===== config.mk =====
export PLATFORM = sky130hd
export DESIGN_NAME = failed_breakout_detector_core
export DESIGN_NICKNAME = d
export VERILOG_FILES = /design/src/sv/fbd_pkg.sv /design/src/sv/failed_breakout_detector_core.sv /design/src/sv/fbd_ram.sv
export VERILOG_INCLUDE_DIRS = /design/src /design/src/sv
export SDC_FILE = /design/constraint.sdc
export NUM_CORES = 2
export LEC_CHECK = 0
export BUFFER_PORTS_ARGS = -buffer_cell sky130_fd_sc_hd__buf_4
export CORE_ASPECT_RATIO = 0.9
export CORE_MARGIN = 2
export CORE_UTILIZATION = 58
export DETAILED_ROUTE_END_ITERATION = 16
export GPL_TIMING_DRIVEN = 0
export HOLD_SLACK_MARGIN = 0.06
export PLACE_DENSITY = 0.81
export SLEW_MARGIN = 30
export SYNTH_ARGS = -nofsm -noshare
export SYNTH_HDL_FRONTEND = slang
export SYNTH_SLANG_ARGS = --single-unit

===== constraint.sdc =====
create_clock -name clk -period 6.7 [get_ports clk]
set_input_delay 0.335 -clock clk [delete_from_list [all_inputs] [get_ports clk]]
set_output_delay 0.335 -clock clk [all_outputs]
set_load 0.005 [all_outputs]

===== src/sv/failed_breakout_detector_core_macros.svh =====
// assertion helpers shared by the detector rtl
`ifndef FAILED_BREAKOUT_DETECTOR_CORE_MACROS_SVH
`define FAILED_BREAKOUT_DETECTOR_CORE_MACROS_SVH

// same-cycle implication, disabled during reset
`define FBD_ASSERT_NOW(lbl, ante, cons, msg) \
  lbl: assert property (@(posedge clk) disable iff (rst) (ante) |-> (cons)) else $error(msg);

// next-cycle implication, disabled during reset
`define FBD_ASSERT_NEXT(lbl, ante, cons, msg) \
  lbl: assert property (@(posedge clk) disable iff (rst) (ante) |=> (cons)) else $error(msg);

`endif


===== src/sv/fbd_pkg.sv =====
package fbd_pkg;

  localparam int HISTORY_DEPTH = 32;
  localparam int AVG_BARS      = 10;
  localparam int PRICE_BITS    = 32;

  localparam int AVG_N   = (AVG_BARS > HISTORY_DEPTH) ? HISTORY_DEPTH : AVG_BARS;
  localparam int PTR_W   = $clog2(HISTORY_DEPTH);
  localparam int CNT_W   = $clog2(HISTORY_DEPTH + 2);
  localparam int IDX_W   = CNT_W + 1;
  localparam int SUM_W   = PRICE_BITS + $clog2(AVG_N + 1);
  localparam int RNG_MUL = AVG_N * 256;
  localparam int RP_W    = PRICE_BITS + $clog2(RNG_MUL + 1);
  localparam int MULT_W  = 16;
  localparam int SP_W    = SUM_W + MULT_W;
  localparam int CMP_W   = (RP_W > SP_W) ? RP_W : SP_W;

  localparam int LOOK_W  = 6;
  localparam int CNT8_W  = 8;

  // configuration register indexes
  localparam logic [1:0] REG_SWING_LOOKBACK   = 2'd0;
  localparam logic [1:0] REG_MAX_FAILURE_BARS = 2'd1;
  localparam logic [1:0] REG_RANGE_MULTIPLIER = 2'd2;
  localparam logic [1:0] REG_HIGHLIGHT_BARS   = 2'd3;

  // alert codes
  localparam logic [1:0] ALERT_NONE  = 2'd0;
  localparam logic [1:0] ALERT_LONG  = 2'd1;
  localparam logic [1:0] ALERT_SHORT = 2'd2;

  // breakout direction codes
  localparam logic [1:0] DIR_NONE = 2'd0;
  localparam logic [1:0] DIR_UP   = 2'd1;
  localparam logic [1:0] DIR_DOWN = 2'd2;

  typedef enum logic [1:0] {
    ST_IDLE,
    ST_SCAN,
    ST_MUL,
    ST_DECIDE
  } fbd_state_t;

endpackage


===== src/sv/failed_breakout_detector_core.sv =====
// channel   | direction | handshake             | payload
// ----------+-----------+-----------------------+--------------------------------------
// in        | input     | in_valid / in_ready   | high_price, low_price, close_price
// out       | output    | out_valid / out_ready | long_trap, short_trap, alert_code
// cfg       | input     | cfg_valid / cfg_ready | cfg_index, cfg_data
//
// once history is warm a bar goes through scan, mul and decide, the scan reading n entries,
// n = max(lookback, averaging length); during warm-up a bar goes straight to decide
// the scan reads one history entry per cycle through the single read port of the ram
// rst is synchronous; history ram is not cleared, warm-up gating keeps unwritten slots unread
// a result beat waits in the output register; a stalled out channel holds the next bar in
// the decide step, while in_ready stays low until that bar is finished
`include "failed_breakout_detector_core_macros.svh"

module failed_breakout_detector_core
  import fbd_pkg::*;
(
  input  logic                  clk,
  input  logic                  rst,
  // bar input
  input  logic                  in_valid,
  output logic                  in_ready,
  input  logic [PRICE_BITS-1:0] high_price,
  input  logic [PRICE_BITS-1:0] low_price,
  input  logic [PRICE_BITS-1:0] close_price,
  // result output
  output logic                  out_valid,
  input  logic                  out_ready,
  output logic                  long_trap,
  output logic                  short_trap,
  output logic [1:0]            alert_code,
  // register writes
  input  logic                  cfg_valid,
  output logic                  cfg_ready,
  input  logic [1:0]            cfg_index,
  input  logic [MULT_W-1:0]     cfg_data
);

  // configuration registers
  logic [LOOK_W-1:0] swing_lookback;
  logic [CNT8_W-1:0] max_failure_bars;
  logic [MULT_W-1:0] range_multiplier;
  logic [CNT8_W-1:0] highlight_bars;

  // control state
  fbd_state_t        state, state_next;
  logic [PTR_W-1:0]  wp;
  logic [CNT_W-1:0]  bars_seen;
  logic [CNT_W-1:0]  iss;
  logic              rd_pend;
  logic [CNT_W-1:0]  rd_k;
  logic              warm;
  logic [1:0]        dir;
  logic [CNT8_W-1:0] bars_since;
  logic [CNT8_W-1:0] long_hold;
  logic [CNT8_W-1:0] short_hold;

  // bar being worked on and scan results
  logic [PRICE_BITS-1:0] bar_hi, bar_lo, bar_cl;
  logic [PRICE_BITS-1:0] highest, lowest, level;
  logic [SUM_W-1:0]      sum;
  logic [RP_W-1:0]       prod_r;
  logic [SP_W-1:0]       prod_s;

  // ram interface
  logic                    rd_en, ram_we;
  logic [PTR_W-1:0]        raddr;
  logic [2*PRICE_BITS-1:0] rdata;

  // derived values
  logic [CNT_W-1:0]      look, n_scan;
  logic                  warm_now;
  logic [PRICE_BITS-1:0] rd_hi, rd_lo, rd_rng, bar_rng;
  logic                  wide, fire_long, fire_short, advance;
  logic [CNT8_W-1:0]     long_eff, short_eff;

  // effective lookback: zero acts as one, clipped to the history depth
  always_comb begin
    if (swing_lookback == '0) begin
      look = CNT_W'(1);
    end else if (int'(swing_lookback) > HISTORY_DEPTH) begin
      look = CNT_W'(HISTORY_DEPTH);
    end else begin
      look = CNT_W'(swing_lookback);
    end
    n_scan   = (look > CNT_W'(AVG_N)) ? look : CNT_W'(AVG_N);
    warm_now = (bars_seen >= look) && (bars_seen >= CNT_W'(AVG_N));
  end

  // read slot k bars back, wrapping around the ring
  assign raddr = (iss > CNT_W'(wp)) ?
                 PTR_W'(IDX_W'(wp) + IDX_W'(HISTORY_DEPTH) - IDX_W'(iss)) :
                 PTR_W'(IDX_W'(wp) - IDX_W'(iss));

  assign rd_hi   = rdata[2*PRICE_BITS-1:PRICE_BITS];
  assign rd_lo   = rdata[PRICE_BITS-1:0];
  // inverted bar counts as zero range
  assign rd_rng  = (rd_hi >= rd_lo) ? rd_hi - rd_lo : '0;
  assign bar_rng = (bar_hi >= bar_lo) ? bar_hi - bar_lo : '0;

  // failure test on the registered products
  assign wide       = CMP_W'(prod_r) > CMP_W'(prod_s);
  assign fire_long  = warm && wide && (bars_since <= max_failure_bars) &&
                      (dir == DIR_UP) && (bar_cl < level);
  assign fire_short = warm && wide && (bars_since <= max_failure_bars) &&
                      (dir == DIR_DOWN) && (bar_cl > level);
  assign advance    = !out_valid || out_ready;

  // longer hold wins
  assign long_eff  = (fire_long && (highlight_bars > long_hold)) ? highlight_bars : long_hold;
  assign short_eff = (fire_short && (highlight_bars > short_hold)) ? highlight_bars : short_hold;

  assign cfg_ready = 1'b1;

  fbd_ram #(
    .WIDTH (2 * PRICE_BITS),
    .DEPTH (HISTORY_DEPTH)
  ) u_hist (
    .clk   (clk),
    .we    (ram_we),
    .waddr (wp),
    .wdata ({bar_hi, bar_lo}),
    .re    (rd_en),
    .raddr (raddr),
    .rdata (rdata)
  );

  // next state
  always_comb begin
    state_next = state;
    case (state)
      ST_IDLE: begin
        if (in_valid) begin
          state_next = warm_now ? ST_SCAN : ST_DECIDE;
        end
      end
      ST_SCAN: begin
        if (rd_pend && (rd_k == n_scan)) begin
          state_next = ST_MUL;
        end
      end
      ST_MUL: begin
        state_next = ST_DECIDE;
      end
      ST_DECIDE: begin
        if (advance) begin
          state_next = ST_IDLE;
        end
      end
      default: begin
        state_next = ST_IDLE;
      end
    endcase
  end

  // state outputs
  always_comb begin
    in_ready = 1'b0;
    rd_en    = 1'b0;
    ram_we   = 1'b0;
    case (state)
      ST_IDLE:   in_ready = 1'b1;
      ST_SCAN:   rd_en    = (iss <= n_scan);
      ST_MUL:    rd_en    = 1'b0;
      ST_DECIDE: ram_we   = advance;
      default:   in_ready = 1'b0;
    endcase
  end

  // control registers
  always_ff @(posedge clk) begin
    if (rst) begin
      state            <= ST_IDLE;
      wp               <= '0;
      bars_seen        <= '0;
      rd_pend          <= 1'b0;
      dir              <= DIR_NONE;
      bars_since       <= '0;
      long_hold        <= '0;
      short_hold       <= '0;
      out_valid        <= 1'b0;
      warm             <= 1'b0;
      swing_lookback   <= LOOK_W'(10);
      max_failure_bars <= CNT8_W'(3);
      range_multiplier <= MULT_W'(384);
      highlight_bars   <= CNT8_W'(5);
    end else begin
      state   <= state_next;
      rd_pend <= rd_en;

      if (cfg_valid && cfg_ready) begin
        case (cfg_index)
          REG_SWING_LOOKBACK:   swing_lookback   <= cfg_data[LOOK_W-1:0];
          REG_MAX_FAILURE_BARS: max_failure_bars <= cfg_data[CNT8_W-1:0];
          REG_RANGE_MULTIPLIER: range_multiplier <= cfg_data;
          REG_HIGHLIGHT_BARS:   highlight_bars   <= cfg_data[CNT8_W-1:0];
          default:              highlight_bars   <= highlight_bars;
        endcase
      end

      // bar count since breakout saturates
      if (in_valid && in_ready) begin
        warm <= warm_now;
        if (bars_since != '1) begin
          bars_since <= bars_since + 1'b1;
        end
      end

      // breakout detection once the scan is done
      if (state == ST_MUL) begin
        if (bar_hi > highest) begin
          dir        <= DIR_UP;
          bars_since <= '0;
        end else if (bar_lo < lowest) begin
          dir        <= DIR_DOWN;
          bars_since <= '0;
        end
      end

      // finish the bar: result beat, holds, ring pointer
      if (state == ST_DECIDE && advance) begin
        out_valid  <= 1'b1;
        long_hold  <= (long_eff != '0) ? long_eff - 1'b1 : '0;
        short_hold <= (short_eff != '0) ? short_eff - 1'b1 : '0;
        if (fire_long || fire_short) begin
          dir <= DIR_NONE;
        end
        wp <= (int'(wp) == HISTORY_DEPTH - 1) ? '0 : wp + 1'b1;
        if (bars_seen < CNT_W'(HISTORY_DEPTH)) begin
          bars_seen <= bars_seen + 1'b1;
        end
      end else if (out_valid && out_ready) begin
        // beat taken with no new bar behind it
        out_valid <= 1'b0;
      end
    end
  end

  // datapath registers
  always_ff @(posedge clk) begin
    if (in_valid && in_ready) begin
      bar_hi  <= high_price;
      bar_lo  <= low_price;
      bar_cl  <= close_price;
      iss     <= CNT_W'(1);
      highest <= '0;
      lowest  <= '1;
      sum     <= '0;
    end

    if (rd_en) begin
      iss <= iss + 1'b1;
    end
    rd_k <= iss;

    // fold one history entry per cycle
    if (rd_pend) begin
      if (rd_k <= look) begin
        if (rd_hi > highest) begin
          highest <= rd_hi;
        end
        if (rd_lo < lowest) begin
          lowest <= rd_lo;
        end
      end
      if (rd_k <= CNT_W'(AVG_N)) begin
        sum <= sum + SUM_W'(rd_rng);
      end
    end

    // range test without division: range * n * 256 against sum * multiplier
    if (state == ST_MUL) begin
      prod_r <= RP_W'(bar_rng) * RP_W'(RNG_MUL);
      prod_s <= SP_W'(sum) * SP_W'(range_multiplier);
      if (bar_hi > highest) begin
        level <= highest;
      end else if (bar_lo < lowest) begin
        level <= lowest;
      end
    end

    if (state == ST_DECIDE && advance) begin
      long_trap  <= (long_eff != '0);
      short_trap <= (short_eff != '0);
      if (fire_long) begin
        alert_code <= ALERT_LONG;
      end else if (fire_short) begin
        alert_code <= ALERT_SHORT;
      end else begin
        alert_code <= ALERT_NONE;
      end
    end
  end

  // one bar at a time: no new bar right after one is taken
  `FBD_ASSERT_NEXT(a_one_bar, in_valid && in_ready, !in_ready, "bar accepted while busy")
  // each ring write advances the pointer by one slot
  `FBD_ASSERT_NEXT(a_wp_step, ram_we && (int'(wp) != HISTORY_DEPTH - 1), wp == PTR_W'($past(wp) + 1'b1), "write pointer did not advance")
  // read data only comes back from scan reads
  `FBD_ASSERT_NOW(a_rd_scan, rd_pend, $past(state) == ST_SCAN, "history data without scan read")
  // a fired failure clears the breakout direction
  `FBD_ASSERT_NEXT(a_dir_clr, (state == ST_DECIDE) && advance && (fire_long || fire_short), dir == DIR_NONE, "direction kept after failure")

endmodule


===== src/sv/fbd_ram.sv =====
module fbd_ram #(
  parameter int WIDTH = 64,
  parameter int DEPTH = 32
) (
  input  logic                     clk,
  input  logic                     we,
  input  logic [$clog2(DEPTH)-1:0] waddr,
  input  logic [WIDTH-1:0]         wdata,
  input  logic                     re,
  input  logic [$clog2(DEPTH)-1:0] raddr,
  output logic [WIDTH-1:0]         rdata
);

  logic [WIDTH-1:0] mem [DEPTH];

  always_ff @(posedge clk) begin
    if (we) begin
      mem[waddr] <= wdata;
    end
    if (re) begin
      rdata <= mem[raddr];
    end
  end

endmodule


==> results.txt <==
----------------------------------------------------
[Critical path]
  Worst EP arrival ... 7.43 ns
  Sort of element at the end of the critical path ... flip-flop
  End point of the critical path ... prod_s[44]
  Worst R2R Start ... range_multiplier[8]
  Number of gates on the worst path with buffers counted ... 25
  Depth of the worst register-to-register path ... 25
  Largest incremental delay on the critical path ... 0.57 ns
  Required time at the worst-slack endpoint ... 7.27 ns
  Kind of launch point of the worst setup path ... flip-flop
  Cell with the most instances on the worst path ... sky130_fd_sc_hd__fa_1
  Top cell family by delay on the critical path ... adder cells
  Worst path buffer plus inverter count ... 7
  CP Launch Point ... range_multiplier[8]
  Critical path start-end classification ... flip-flop to flip-flop
  Crit path max-delay cell type ... sky130_fd_sc_hd__fa_1
  Max FO, Critical Path ... 7
  Slack of the worst reg-to-reg path ... -0.16 ns
  RR Endpoint ... prod_s[44]

[Global routing]
  First-pass GRT wire length ... 596,000 um
  Number of global-route vias before repair ... 86,500
  Met3 Usage GRT ... 10.2%
  Global-route met2 utilization ... 59.9%
  Overflow left after global routing ... 0
  Gr usage total ... 37.9%
  Layer carrying the most global-route usage ... met2
  Met1 GRT Util ... 45.1%
  Largest net degree at the start of global routing ... 54
  Number of antenna violations at the first check in global routing ... 34

[Timing]
  Unrepaired setup endpoints after global routing ... true
  Final count of pins violating max slew ... 0
  Fmax achieved ... 146 MHz
  Actual slew at the worst max-slew pin ... 1.21 ns
  Number of endpoints with negative hold slack in the final report ... 0
  Final clock period utilization by the worst path ... 102%
  Slack of the critical path ... -0.161 ns
  Final-report setup violation count ... 4
  Min Clock Period, post-route ... 6.86 ns
  Remaining max-slew budget at the tightest pin ... 18.5%
  Final Skew ... 0.147 ns

[Clocking]
  CTS H-tree lvls ... 4
  Clk Tree Root Cell ... sky130_fd_sc_hd__clkbuf_16
  Clock network latency to the later pin of the worst-skew pair ... 0.96 ns
  Number of buffers added by the clock tree synthesis step ... 234
  CTS tree ... done
  CTS max path bufs ... 3
  Clock-pin slew reported for the worst setup and hold paths after clock tree synthesis ... 0.07 ns
  Num Clock Sinks ... 2,523

[Outcome]
  Failing checks ... setup timing
  Status ... finished with violations

[Yosys]
  Share of synthesized area occupied by flip-flops and latches ... 59.0%
  Netlist area before placement ... 0.125 mm^2
  Mean post-synth cell area ... 14.2 um^2
  Fraction of registers with async set or reset after synthesis ... 0%
  Flop and latch count out of synthesis ... 2,523
  Nets in the synthesized netlist ... 9,929
  Synth area leaders ... sky130_fd_sc_hd__edfxtp_1 (56%), sky130_fd_sc_hd__mux4_2 (9.2%), sky130_fd_sc_hd__fa_1 (7.7%), sky130_fd_sc_hd__ha_1 (5.3%), sky130_fd_sc_hd__nand2_1 (3.4%)
  Cell taking the most area after synthesis ... sky130_fd_sc_hd__edfxtp_1
  Share of the synthesized area in the top cell type ... 56.0%
  Post-synth EDFFs ... 2,337
  Count of mapped cells out of synthesis ... 8,797
  Total of warnings raised by yosys ... 0
  Unique cell type count in the Yosys netlist ... 92
  Top post-synthesis cells by count ... sky130_fd_sc_hd__edfxtp_1 (2,337), sky130_fd_sc_hd__nand2_1 (1,138), sky130_fd_sc_hd__inv_1 (769)
  Most numerous cell in the Yosys netlist ... sky130_fd_sc_hd__edfxtp_1
  Most used DFF post-synth ... sky130_fd_sc_hd__edfxtp_1

[Power and ir drop]
  Largest vdd supply drop ... 0.378 mV
  Power density over the cells ... 385 mW/mm^2
  Leakage power ... 0.0548 uW

[Finish]
  Total area of multi-input combinational cells ... 0.0478 mm^2
  Final instance area ... 0.146 mm^2
  Sequential cell area in the final layout ... 0.0741 mm^2
  Share of cells above drive strength 1 ... 17.7%
  Net count, final ... 10,700
  Util after Layout ... 68.1%
  Filler Cells Inserted ... 13,400
  P&R area growth vs syn ... 16.5%

[Route]
  WL final ... 419,000 um
  Post-detailed-route wirelength per cell ... 33.1 um
  Initial DRT Pass Iterations ... 9
  Number of vias per cell ... 6.74
  Post-detailed-route DRC marker count ... 0
  Post-detailed-route count of antenna-violating nets ... 0
  Via count ... 85,300
  Number of DRC violations after detailed-routing iteration 0 ... 13,600

[Job]
  Maximum capacitance violations ... 0

[Placed design]
  Total half-perimeter wirelength after legalization and detailed placement ... 270,000 um
  Final estimated routing congestion in global placement ... 1.03
  Number of input and output port buffers inserted ... 123
  Cell area after placement ... 0.134 mm^2

[Floorplanning]
  Ports ... 126
  Die W ... 494 um
  Die Y-Extent ... 445 um
  Core footprint ... 0.214 mm^2
  Initial core utilization ... 58.5%
  Core Rows ... 161
  Area enclosed by the die boundary ... 0.220 mm^2

[Min path]
  Class of the most critical hold timing path ... primary input to flip-flop

----------------------------------------------------
==> worst min-delay path by stage <==
stage	startpoint	to	slack, ns	cells after the start
CTS	low_price[16]	bar_lo[16]	0.08	2
finish	high_price[8]	bar_hi[8]	0.1	2
global placement	iss[5]	rd_k[5]	0.43	0
detailed placement	iss[5]	rd_k[5]	0.45	0
floorplan	iss[5]	rd_k[5]	0.40	0
global route	high_price[8]	bar_hi[8]	0.08	2
==> stage by stage <==
| stage | power [uW] | instances | setup slack (ns) | hold slack [ns] | TNS [ns] |
|---|---|---|---|---|---|
| 6_report | 56300 | 12700 | -0.161 | 0.0977 | -0.321 |
| 5_1_grt | 57400 | 12600 | -0.274 | 0.0771 | -1.14 |
| 4_1_cts | 54700 | 12600 | -0.0388 | 0.0819 | -0.0388 |
| 3_5_place_dp | 39600 | 12000 | -1.69 | 0.447 | -47.88 |
| 3_3_place_gp | 38300 | 11800 | -1.95 | 0.435 | -3176.85 |
| 2_1_floorplan | 32000 | 8797 | 0.109 | 0.397 | 0 |
==> worst register-to-register path, stage by stage, from the launching register on <==
cell and delay [ns]:
sky130_fd_sc_hd__dfxtp_4 0.48, sky130_fd_sc_hd__clkbuf_16 0.23, sky130_fd_sc_hd__nand2_4 0.06, sky130_fd_sc_hd__fa_1 0.52, sky130_fd_sc_hd__inv_2 0.04, sky130_fd_sc_hd__fa_1 0.50
sky130_fd_sc_hd__inv_2 0.04, sky130_fd_sc_hd__fa_1 0.50, sky130_fd_sc_hd__inv_2 0.05, sky130_fd_sc_hd__fa_2 0.46, sky130_fd_sc_hd__fa_1 0.48, sky130_fd_sc_hd__inv_1 0.05
sky130_fd_sc_hd__fa_1 0.57, sky130_fd_sc_hd__inv_2 0.07, sky130_fd_sc_hd__ha_4 0.17, sky130_fd_sc_hd__a211oi_2 0.28, sky130_fd_sc_hd__o21bai_2 0.11, sky130_fd_sc_hd__o31ai_2 0.30
sky130_fd_sc_hd__o21ai_2 0.12, sky130_fd_sc_hd__a41oi_4 0.25, sky130_fd_sc_hd__o31ai_4 0.15, sky130_fd_sc_hd__buf_4 0.18, sky130_fd_sc_hd__a2111oi_4 0.34, sky130_fd_sc_hd__o21ai_2 0.13
sky130_fd_sc_hd__a311oi_2 0.32, sky130_fd_sc_hd__xnor2_1 0.11
==> cells by family (layout without fill, tap and decap cells) <==
family	count (synthesis)	after routing	share of synthesized area, %
fa+ha+maj	1013	1013	13.0
flops	2523	2523	59.0
other cells	1	20	0.00299
xor+xnor	180	180	1.26
compound gates	932	932	4.71
buf+inv	1165	2156	3.51
simple gates	2383	2383	8.63
mux	600	600	9.94
==> registers in the layout, indices dropped and copies added (netlist names), 16 cells and up <==
name / cells
u_hist.mem: 2048
u_hist.rdata: 64
prod_s: 52
sum: 36
prod_r: 35
bar_cl: 32
bar_hi: 32
bar_lo: 32
highest: 32
level: 32
lowest: 32
range_multiplier: 16
==> routing by layer <==
layer  vias up  share of wire (%)
li1      33700                  -
met1     41800                 32
met2      7735                 46
met3      2024                 13
met4        30                9.4
met5         -              0.052
==> layout make-up <==
class                   instances  area share, %
repair buffers                574           5.13
inverters                     770           1.98
plain buffers                 375           1.39
clock inverters               162           1.37
flip-flops and latches       2523           50.7
well taps                    2852           2.44
diodes                         19         0.0326
multi-input cells            5109           32.8
clock buffers                 275           4.14
==> report_power, final <==
group | internal, uW | total [uW] | switching (uW)
registers | 19100 | 20000 | 935
logic | 7420 | 21900 | 14400
clock network | 7810 | 14400 | 6550
total | 34300 | 56300 | 21900
==> cells in the final DEF (no fill, tap or decap), types with 68 or more instances in the layout <==
cell,Yosys,layout
sky130_fd_sc_hd__nand3_1,407,403
sky130_fd_sc_hd__dlygate4sd3_1,0,122
sky130_fd_sc_hd__xnor2_1,116,116
sky130_fd_sc_hd__ha_1,534,518
sky130_fd_sc_hd__nor2_1,290,253
sky130_fd_sc_hd__buf_1,109,68
sky130_fd_sc_hd__dfxtp_1,186,137
sky130_fd_sc_hd__inv_1,769,751
sky130_fd_sc_hd__buf_4,2,238
sky130_fd_sc_hd__a21oi_1,242,235
sky130_fd_sc_hd__a21o_1,156,156
sky130_fd_sc_hd__edfxtp_1,2337,2337
sky130_fd_sc_hd__mux4_2,512,512
sky130_fd_sc_hd__clkbuf_1,270,181
sky130_fd_sc_hd__clkbuf_16,0,239
sky130_fd_sc_hd__o21ai_0,252,229
sky130_fd_sc_hd__nand2_1,1138,1132
sky130_fd_sc_hd__clkbuf_2,1,77
sky130_fd_sc_hd__and2_1,251,249
sky130_fd_sc_hd__fa_1,479,472
sky130_fd_sc_hd__buf_16,0,101
==> what timing repair did <==
action | in CTS | in global routing
endpoints found under the hold margin | 138 | 0
resized for setup | 304 | 125
buffers inserted | 42 | 80
endpoints found under the setup margin | 65 | 43
pin swaps | 28 | 48
hold buffers | 122 | 0
No activity file was read; power rests on OpenSTA's default activity.
